`src/rtl/hogch_pkg.sv`:
```
`timescale 1ns / 1ps
// ---------------------------------------------------------------------------
// hogch_pkg
// Types and fixed constants of the HOG cell orientation histogram.
// ---------------------------------------------------------------------------
package hogch_pkg;

    // Field widths
    localparam int MAG_W  = 16;
    localparam int ANG_W  = 16;
    localparam int IDX_W  = 4;
    localparam int SUM_W  = 22;
    localparam int FOLD_W = 15;   // folded angle, at most 23040
    localparam int FRAC_W = 12;   // offset inside a bin, below 2560
    localparam int PROD_W = MAG_W + FRAC_W;
    localparam int Q_W    = PROD_W - 9;  // product divided by 512

    // Angle geometry, 1/128 degree units
    localparam logic [ANG_W-1:0] HALF_TURN = 16'd23040;
    localparam int               BIN_WIDTH = 2560;
    localparam int               NUM_BINS  = 9;

    // x / 5 == (x * 419431) >> 21 for all x below 699050
    localparam logic [18:0] RECIP_5     = 19'd419431;
    localparam int          RECIP_SHIFT = 21;

    localparam logic [SUM_W-1:0] SUM_MAX = '1;

    typedef logic [IDX_W-1:0] bin_t;

    localparam bin_t BIN_COUNT = 4'd9;
    localparam bin_t BIN_LAST  = 4'd8;

    // Split of one pixel's magnitude between two neighbouring bins
    typedef struct packed {
        bin_t             lower;
        bin_t             upper;
        logic [MAG_W-1:0] share;  // goes to the upper bin
        logic [MAG_W-1:0] rest;   // goes to the lower bin
    } weight_t;

endpackage

```
`src/rtl/hogch_weight.sv`:
```
`timescale 1ns / 1ps
// ---------------------------------------------------------------------------
// hogch_weight
// Three-stage pipeline that folds the angle, finds the two bins and splits
// the magnitude between them with exact floor division by 2560.
// ---------------------------------------------------------------------------
module hogch_weight
    import hogch_pkg::*;
(
    input  logic             clk,
    input  logic             rst_n,
    input  logic             en,
    input  logic             in_valid,
    input  logic [MAG_W-1:0] magnitude,
    input  logic [ANG_W-1:0] angle,
    output logic             out_valid,
    output weight_t          out_w
);

    typedef struct packed {
        bin_t              lower;
        bin_t              upper;
        logic [FRAC_W-1:0] frac;
        logic [MAG_W-1:0]  mag;
    } bins_t;

    typedef struct packed {
        bin_t              lower;
        bin_t              upper;
        logic [PROD_W-1:0] prod;
        logic [MAG_W-1:0]  mag;
    } prod_t;

    logic    s1_valid_reg, s2_valid_reg, s3_valid_reg;
    bins_t   s1_reg, s1_next;
    prod_t   s2_reg, s2_next;
    weight_t s3_reg, s3_next;

    // Stage 1: fold by 180 degrees at most twice, then locate the bin
    always_comb
    begin
        logic [ANG_W-1:0]  a1;
        logic [ANG_W-1:0]  a2;
        logic [FOLD_W-1:0] fold;
        logic [FOLD_W-1:0] base;
        bin_t              lower;
        a1    = (angle > HALF_TURN) ? angle - HALF_TURN : angle;
        a2    = (a1 > HALF_TURN) ? a1 - HALF_TURN : a1;
        fold  = a2[FOLD_W-1:0];
        lower = '0;
        base  = '0;
        for (int k = 1; k <= NUM_BINS; k++)
        begin
            if (fold >= FOLD_W'(k * BIN_WIDTH))
            begin
                lower = IDX_W'(k);
                base  = FOLD_W'(k * BIN_WIDTH);
            end
        end
        s1_next.frac = FRAC_W'(fold - base);
        // exactly 180 degrees lands on bin 0
        s1_next.lower = (lower == BIN_COUNT) ? '0 : lower;
        s1_next.upper = (s1_next.lower == BIN_LAST) ? '0 : s1_next.lower + 4'd1;
        s1_next.mag   = magnitude;
    end

    // Stage 2: magnitude times offset
    always_comb
    begin
        s2_next.lower = s1_reg.lower;
        s2_next.upper = s1_reg.upper;
        s2_next.mag   = s1_reg.mag;
        s2_next.prod  = PROD_W'(s1_reg.mag) * PROD_W'(s1_reg.frac);
    end

    // Stage 3: divide by 512 with a shift, then by 5 with a reciprocal
    always_comb
    begin
        logic [Q_W-1:0]    q;
        logic [Q_W+18:0]   scaled;
        logic [MAG_W-1:0]  share;
        q      = s2_reg.prod[PROD_W-1:9];
        scaled = (Q_W+19)'(q) * (Q_W+19)'(RECIP_5);
        share  = scaled[RECIP_SHIFT +: MAG_W];
        s3_next.lower = s2_reg.lower;
        s3_next.upper = s2_reg.upper;
        s3_next.share = share;
        s3_next.rest  = s2_reg.mag - share;
    end

    // Stage valids
    always_ff @(posedge clk or negedge rst_n)
    begin
        if (!rst_n)
        begin
            s1_valid_reg <= 1'b0;
            s2_valid_reg <= 1'b0;
            s3_valid_reg <= 1'b0;
        end
        else if (en)
        begin
            s1_valid_reg <= in_valid;
            s2_valid_reg <= s1_valid_reg;
            s3_valid_reg <= s2_valid_reg;
        end
    end

    // Stage payloads
    always_ff @(posedge clk)
    begin
        if (en)
        begin
            s1_reg <= s1_next;
            s2_reg <= s2_next;
            s3_reg <= s3_next;
        end
    end

    assign out_valid = s3_valid_reg;
    assign out_w     = s3_reg;

endmodule

```
`src/rtl/hog_cell_histogram.sv`:
```
`timescale 1ns / 1ps
// ---------------------------------------------------------------------------
// hog_cell_histogram
// Nine-bin orientation histogram over square cells of gradient pixels.
// ---------------------------------------------------------------------------
// Takes one gradient pixel (magnitude, angle) per cycle in cell order and,
// once a cell's last pixel is through the weight stages and cell buffer,
// gives its nine bin sums in order 0..8, tlast on bin 8. The input runs at
// one pixel per cycle; the fully pipelined weight path (fold, multiply,
// reciprocal multiply) and the single accumulate stage set that figure.
// A nine-entry buffer holds a finished cell while the next one is
// accumulated and feeds a registered output stage, so the input ready never
// depends on the output ready. The input stalls only when a cell completes
// while bins of the previous cell are still waiting in the buffer (the bin
// in the output register does not count), so with cells of at least ten
// pixels and a consumer that takes a bin every cycle it never stalls.
// ---------------------------------------------------------------------------
module hog_cell_histogram
    import hogch_pkg::*;
#(
    parameter int CELL_SIDE = 8
)
(
    input  logic        clk,
    input  logic        rst_n,
    input  logic        s_axis_tvalid,
    output logic        s_axis_tready,
    input  logic [31:0] s_axis_tdata,   // [15:0] magnitude, [31:16] angle
    output logic        m_axis_tvalid,
    input  logic        m_axis_tready,
    output logic [31:0] m_axis_tdata,   // [3:0] bin_index, [25:4] bin_value, rest 0
    output logic        m_axis_tlast    // last_bin
);

    localparam int CELL_PIXELS = CELL_SIDE * CELL_SIDE;
    localparam int CNT_W       = $clog2(CELL_PIXELS);
    localparam logic [CNT_W-1:0] LAST_PIX = CNT_W'(CELL_PIXELS - 1);

    logic             in_valid_reg;
    logic [MAG_W-1:0] mag_reg;
    logic [ANG_W-1:0] ang_reg;

    logic    w_valid;
    weight_t w;

    logic [CNT_W-1:0] pix_cnt_reg;
    logic [SUM_W-1:0] acc_reg  [NUM_BINS];
    logic [SUM_W-1:0] acc_next [NUM_BINS];

    logic [SUM_W-1:0] snap_reg [NUM_BINS];
    bin_t             snap_idx_reg;
    logic             snap_valid_reg;

    logic             out_valid_reg;
    bin_t             out_idx_reg;
    logic [SUM_W-1:0] out_value_reg;

    logic advance;
    logic cell_done;
    logic snap_free;
    logic snap_move;

    // Pipeline control: whole pipe holds while a finished cell cannot be parked
    assign snap_move = snap_valid_reg && (!out_valid_reg || m_axis_tready);
    assign snap_free = !snap_valid_reg;
    assign cell_done = w_valid && (pix_cnt_reg == LAST_PIX);
    assign advance   = !cell_done || snap_free;

    assign s_axis_tready = advance;

    // Input register
    always_ff @(posedge clk or negedge rst_n)
    begin
        if (!rst_n)
            in_valid_reg <= 1'b0;
        else if (advance)
            in_valid_reg <= s_axis_tvalid;
    end

    always_ff @(posedge clk)
    begin
        if (advance)
        begin
            mag_reg <= s_axis_tdata[15:0];
            ang_reg <= s_axis_tdata[31:16];
        end
    end

    hogch_weight u_weight (
        .clk       (clk),
        .rst_n     (rst_n),
        .en        (advance),
        .in_valid  (in_valid_reg),
        .magnitude (mag_reg),
        .angle     (ang_reg),
        .out_valid (w_valid),
        .out_w     (w)
    );

    // Saturating add of the split into each bin
    always_comb
    begin
        logic [MAG_W-1:0] add;
        logic [SUM_W:0]   sum;
        for (int b = 0; b < NUM_BINS; b++)
        begin
            if (w.upper == IDX_W'(b))
                add = w.share;
            else if (w.lower == IDX_W'(b))
                add = w.rest;
            else
                add = '0;
            sum = {1'b0, acc_reg[b]} + (SUM_W+1)'(add);
            acc_next[b] = sum[SUM_W] ? SUM_MAX : sum[SUM_W-1:0];
        end
    end

    // Accumulators and pixel counter
    always_ff @(posedge clk or negedge rst_n)
    begin
        if (!rst_n)
        begin
            pix_cnt_reg <= '0;
            for (int b = 0; b < NUM_BINS; b++)
                acc_reg[b] <= '0;
        end
        else if (advance && w_valid)
        begin
            if (cell_done)
            begin
                pix_cnt_reg <= '0;
                for (int b = 0; b < NUM_BINS; b++)
                    acc_reg[b] <= '0;
            end
            else
            begin
                pix_cnt_reg <= pix_cnt_reg + CNT_W'(1);
                for (int b = 0; b < NUM_BINS; b++)
                    acc_reg[b] <= acc_next[b];
            end
        end
    end

    // Cell buffer control: index and valid
    always_ff @(posedge clk or negedge rst_n)
    begin
        if (!rst_n)
        begin
            snap_valid_reg <= 1'b0;
            snap_idx_reg   <= '0;
        end
        else if (advance && cell_done)
        begin
            snap_valid_reg <= 1'b1;
            snap_idx_reg   <= '0;
        end
        else if (snap_move)
        begin
            snap_idx_reg <= snap_idx_reg + 4'd1;
            if (snap_idx_reg == BIN_LAST)
                snap_valid_reg <= 1'b0;
        end
    end

    // Cell buffer data: loaded with the cell, shifted down per bin moved out
    always_ff @(posedge clk)
    begin
        if (advance && cell_done)
        begin
            for (int b = 0; b < NUM_BINS; b++)
                snap_reg[b] <= acc_next[b];
        end
        else if (snap_move)
        begin
            for (int b = 0; b < NUM_BINS - 1; b++)
                snap_reg[b] <= snap_reg[b+1];
        end
    end

    // Output register: valid
    always_ff @(posedge clk or negedge rst_n)
    begin
        if (!rst_n)
            out_valid_reg <= 1'b0;
        else if (snap_move)
            out_valid_reg <= 1'b1;
        else if (m_axis_tready)
            out_valid_reg <= 1'b0;
    end

    // Output register: data
    always_ff @(posedge clk)
    begin
        if (snap_move)
        begin
            out_idx_reg   <= snap_idx_reg;
            out_value_reg <= snap_reg[0];
        end
    end

    assign m_axis_tvalid = out_valid_reg;
    assign m_axis_tdata  = {6'b0, out_value_reg, out_idx_reg};
    assign m_axis_tlast  = (out_idx_reg == BIN_LAST);

endmodule

```
`config.mk`:
```
export PLATFORM = sky130hd
export DESIGN_NAME = hog_cell_histogram
export DESIGN_NICKNAME = d
export VERILOG_FILES = /design/src/rtl/hogch_pkg.sv /design/src/rtl/hogch_weight.sv /design/src/rtl/hog_cell_histogram.sv
export SDC_FILE = /design/constraint.sdc
export NUM_CORES = 2
export LEC_CHECK = 0
export BUFFER_PORTS_ARGS = -buffer_cell sky130_fd_sc_hd__buf_4
export CAP_MARGIN = 30
export CORE_ASPECT_RATIO = 0.75
export CORE_MARGIN = 4
export CORE_UTILIZATION = 54
export CTS_BUF_LIST = sky130_fd_sc_hd__clkbuf_4 sky130_fd_sc_hd__clkbuf_8 sky130_fd_sc_hd__clkbuf_16
export CTS_CLUSTER_DIAMETER = 100
export DETAILED_ROUTE_END_ITERATION = 10
export PLACE_DENSITY = 0.7
export SLEW_MARGIN = 20
export SYNTH_ARGS = -nofsm -noshare
export SYNTH_HDL_FRONTEND = slang
export SYNTH_SLANG_ARGS = --single-unit
```
`constraint.sdc`:
```
create_clock -name clk -period 17.9 [get_ports clk]
set_input_delay 0.895 -clock clk [delete_from_list [all_inputs] [get_ports clk]]
set_output_delay 0.895 -clock clk [all_outputs]
set_load 0.005 [all_outputs]
```
# --- Yosys cells after proc, flatten, opt, wreduce, memory -nomap -nowiden ---
# Memories as Yosys holds them, arrays and structs flattened. A register that Yosys moved wholly into a read port is not among the register bits.
# Index checks and enable logic that the tools add are counted.
op_classes:
  addsub: 16
  mul: 2
  div_mod_pow: 0
  order_cmp: 11
  eq_ne: 21
  n_shift: 0
  muxes: 70
  n_bitwise: 8
  reduce_logical: 15
ops:
  columns: ["op", "n"]
  rows:
  - ["$mux 22", 17]
  - ["$mux 16", 19]
  - ["$add 22x16->23", 9]
  - ["$mux 198", 1]
  - ["$mux 12", 9]
  - ["$ge 15x14->1 const B", 3]
  - ["$ge 15x15->1 const B", 3]
  - ["$mul 19x19->37 const B", 1]
  - ["$eq 4x3->1 const B", 8]
  - ["$gt 16x15->1 const B", 2]
  - ["$ge 15x13->1 const B", 2]
  - ["$mul 16x12->28", 1]
  - ["$eq 4x4->1 const B", 6]
  - ["$mux 4", 5]
  - ["$eq 4x2->1 const B", 4]
  - ["$sub 16x15->16 const B", 1]
  - ["$sub 16x16->16", 1]
  - ["$ge 15x12->1 const B", 1]
  - ["$mux 15", 1]
  - ["$sub 15x15->15 const B", 1]
  - ["$mux 3", 4]
  - ["$sub 12x12->12", 1]
  - ["$mux 1", 11]
  - ["$add 4x1->4 const B", 2]
  - ["other kinds (12)", 30]
totals:
  reg_bits: 378
  latch_bits: 0
  ramBits: 198
  mem_bits_ro: 0
  output_inout_bits: 35
  word_cells: 176
  mem_count: 1
memory_table:
  columns: ["name", "depth", "width", "rd", "rd_clocked_by_memory_dff", "wr", "line", "text"]
  rows:
  - ["snap_reg", 9, 22, 9, 1, 9, "hog_cell_histogram.sv:50", "logic [SUM_W-1:0] snap_reg [NUM_BINS];"]

# --- Depth between registers and ports, before layout ---
logic_depth:
  ltp_word: 17
  mapped_depth: 35
  ltp_nobuf: 34

# --- Modules after synthesis ---
# From an unflattened synthesis, not the netlist that was laid out.
unflattened:
  hier_cells: 4696
  area_unflattened_um2: 46209.3
modules_own_cells:
  columns: ["mod", "instances", "cells_each", "area_per_inst_um2"]
  rows:
  - ["hog_cell_histogram", 1, 3011, 28626.2]
  - ["hogch_weight", 1, 1685, 17583.1]

# --- Worst setup path before layout ---
# Ideal clock, no wire load.
synth_timing:
  path_type: "register to register"
  start: "register pix_cnt_reg[0]"
  end: "memory snap_reg[0][0] (enable)"
  setup_time_ns: 0.956
  arrival_time_ns: 17.360
  setup_slack_ns: -0.416
  path_stages_with_launch: 9
  n_path_buf: 2
  synth_period_minus_slack_ns: 18.316
  cell_sequence: "dfrtp_1 -> ha_1 -> nand3_1 -> nor2_1 -> nand2_1 -> nand2_1 -> clkbuf_1 -> clkbuf_1 -> o21ai_0"
synth_lines:
  columns: ["element", "line", "text"]
  rows:
  - ["start: declaration", "hog_cell_histogram.sv:46", "logic [CNT_W-1:0] pix_cnt_reg;"]
  - ["start signal: assignment", "hog_cell_histogram.sv:137", "pix_cnt_reg <= pix_cnt_reg + CNT_W'(1);"]
  - ["end: declaration", "hog_cell_histogram.sv:50", null]

==> reports/qor.yml <==
run_status:
  status: "complete, no violations"
clocking:
  clock_latency_ns: 0.67
  holdBufCountCts: 0
  cts_tree: "built"
  postCtsSetupBuffers: 0
  cts-root-buf: "clkbuf_16"
  ctsResizeCount: 0
  cts_htree_levels: 2
  cts_buffers: 61
  cts.sinks: 589
  cts_max_path_buffers: 3
  path_clk_slew_ns: 0.06
synthesis:
  yosysTopAreaCell: "edfxtp_1"
  synth_compound_gate_area_share_pct: 15.8
  ys_top_cells_by_area: "edfxtp_1, fa_1, dfrtp_1, ha_1, inv_1"
  synthSimpleGateAreaFrac_pct: 12.9
  synthMuxAreaShare_pct: 0.407
  synth-edff-count: 375
  synth_top_family_by_area: "adder cells"
  synth_top_area_share_pct: 25.6
  yosys.cell_count.top_type: "inv_1"
  ys.flop_type: "edfxtp_1"
  seq_area_frac_synth_pct: 37.8
  syn_area_per_cell_um2: 9.83
  syn-instance-count: 4473
  yosys-top-cells-count: "inv_1, nand2_1, nor2_1"
  synth-xor-area-share_pct: 3.90
  ys_ff_latch: 589
  netlist_area_um2: 44000
  synthArstFlopShare_pct: 36.3
  ys_types: 96
  synthAdderAreaFrac_pct: 23.4
  yosysWarnings: 0
setup_path:
  critPathMaxStageDelay_ns: 0.56
  crit_arrival_ns: 9.88
  cp-start-kind: "flop"
  rrSetupSlack_ns: 8.39
  r2r_cells: 33
  critPathCaptureType: "flop"
  slowest_stage: "fa_1"
  r2r-start: "u_weight.s2_reg[34]"
  r2r_end: "u_weight.out_w[15]"
  crit_type: "flop to flop"
  crit_required_ns: 18.27
  cpMostUsedCell: "fa_1"
  critical_path_peak_fanout: 6
layout:
  multiInputGateArea_um2: 25000
  area_growth_pct: 8.44
  final_cell_area_um2: 47700
  drive_above_1_share_pct: 6.25
  regArea_um2: 16600
  fin_nets: 5130
  antenna_cells: 0
  fillCellCount: 6757
sta:
  finalClockSkew_ns: 0.0476
  fin_setup_tns_ns: 0
  fmax_ghz: 0.105
  slew_headroom_pct: 31.6
  hold_viol: 0
  tightest_slew_ns: 1.03
  timing.final.max_slew_violations: 0
  finalSetupViolCount: 0
  rsz0062_at_grt: "false"
  finalCritPeriodShare_pct: 53.1
  period_needed_ns: 9.51
worst_hold_path:
  hp-class: "primary input to asynchronous set/reset pin"
floorplan:
  dieArea_um2: 86100
  io_pins: 71
  num_rows: 90
  die_h_um: 255
  start_util_pct: 54.6
  core_um2: 80500
  die_x_um: 337
place:
  dpl-instance-area_um2: 45400
  hpwl_mm: 78.9
  io_buffers: 64
  globalplace.congestion: 0.934
global_route:
  track_usage_pct: 25.5
  antenna_found_initial: 4
  overflow: 0
  grt_pass1_vias: 31700
  grt_pass1_wl_mm: 176
  grt_max_degree: 158
flow_run:
  drv_cap: 0
routing:
  post_drt_via_cell_ratio: 5.90
  vias: 32800
  dr.first_iter.drc_count: 2798
  wl_mm: 108
  ant_nets: 0
  wl_per_cell_um: 19.5
  first_pass_iters: 8
  drcViolationCount: 0
[metal layers]
layer / wire length [µm] / share of wire (%) / global-route usage, % / up-vias
li1: - / - / - / 15400
met1: 53900 / 50 / 41.0 / 16100
met2: 44200 / 41 / 36.1 / 1124
met3: 8840 / 8.2 / 4.83 / 109
met4: 1490 / 1.4 / 4.25 / 0
met5: 0 / 0 / 0 / -
[worst max-delay path: cells and delay by family, from the launching register on]
family	cells	cell delay (ns)
adders and majority gates	8	3.55
and+or+nand+nor	7	1.49
DFF	1	0.52
AOI/OAI and AO/OA	14	3.52
buffers and inverters	4	0.19
[cells in the final DEF (no fill, tap or decap), types with 9 or more instances in the layout]
master,netlist,layout
nand3b_1,9,9
nor2b_1,23,22
xnor2_1,135,135
o21ai_1,60,59
mux2i_1,10,10
a22o_1,167,167
o21ai_0,233,232
clkbuf_4,0,15
and2_1,77,77
a21o_1,64,64
or2_2,12,12
buf_4,7,99
o21a_1,17,17
fa_1,276,276
a21oi_1,335,335
nand4_1,20,20
nand2b_1,38,38
inv_1,457,456
o21bai_1,43,43
xor2_1,58,58
dfrtp_1,214,214
nand2_1,433,430
edfxtp_1,375,375
o41ai_1,10,10
nand3_1,78,78
and3_1,34,34
clkbuf_16,0,63
or3_1,22,22
nor3_1,62,56
a31oi_1,23,23
nor2_1,416,414
o211ai_1,18,18
clkinv_2,0,14
a211oi_1,21,21
ha_1,377,377
[cell families after synthesis]
group                    Yosys count
AND/OR/NAND/NOR                 1263
XOR/XNOR                         194
multiplexers                      17
adder cells (fa/ha/maj)          658
other                              1
AO/OA/AOI/OAI                   1082
flip-flops                       589
buffers and inverters            669
[stage by stage]
stage               util, %  hold slack [ns]  worst slack [ns]  instances
global route           59.2            0.308              7.73       5552
CTS                    59.1            0.277              8.48       5547
floorplan                 -            0.400              4.34       4478
finish                 59.2            0.263              8.39       5552
global placement       56.4            0.401              8.77       5429
detailed placement     56.4            0.405              8.56       5431
[final cells by class]
type	count	share of cell area, %
Clock buffer	84	3.73
Clock inverter	32	0.745
Inverter	461	3.63
Multi-Input combinational cell	3220	52.4
Sequential cell	589	34.9
Tap cell	1058	2.78
Timing Repair Buffer	108	1.89
[worst max path at each step]
| stage | start | end | slack (ns) | cells past startpoint |
|---|---|---|---|---|
| floorplan | pix_cnt_reg[0] | snap_reg[0][0] | 4.34 | 8 |
| global placement | u_weight.s2_reg[34] | u_weight.out_w[15] | 8.77 | 33 |
| detailed placement | u_weight.s2_reg[34] | u_weight.out_w[15] | 8.56 | 33 |
| CTS | u_weight.s2_reg[34] | u_weight.out_w[15] | 8.48 | 33 |
| global route | u_weight.s2_reg[34] | u_weight.out_w[15] | 7.73 | 33 |
| finish | u_weight.s2_reg[34] | u_weight.out_w[15] | 8.39 | 33 |
Power is left out: the tool's default activity adds up to more than one toggle a clock period on the data nets, which glitch-free logic cannot reach.
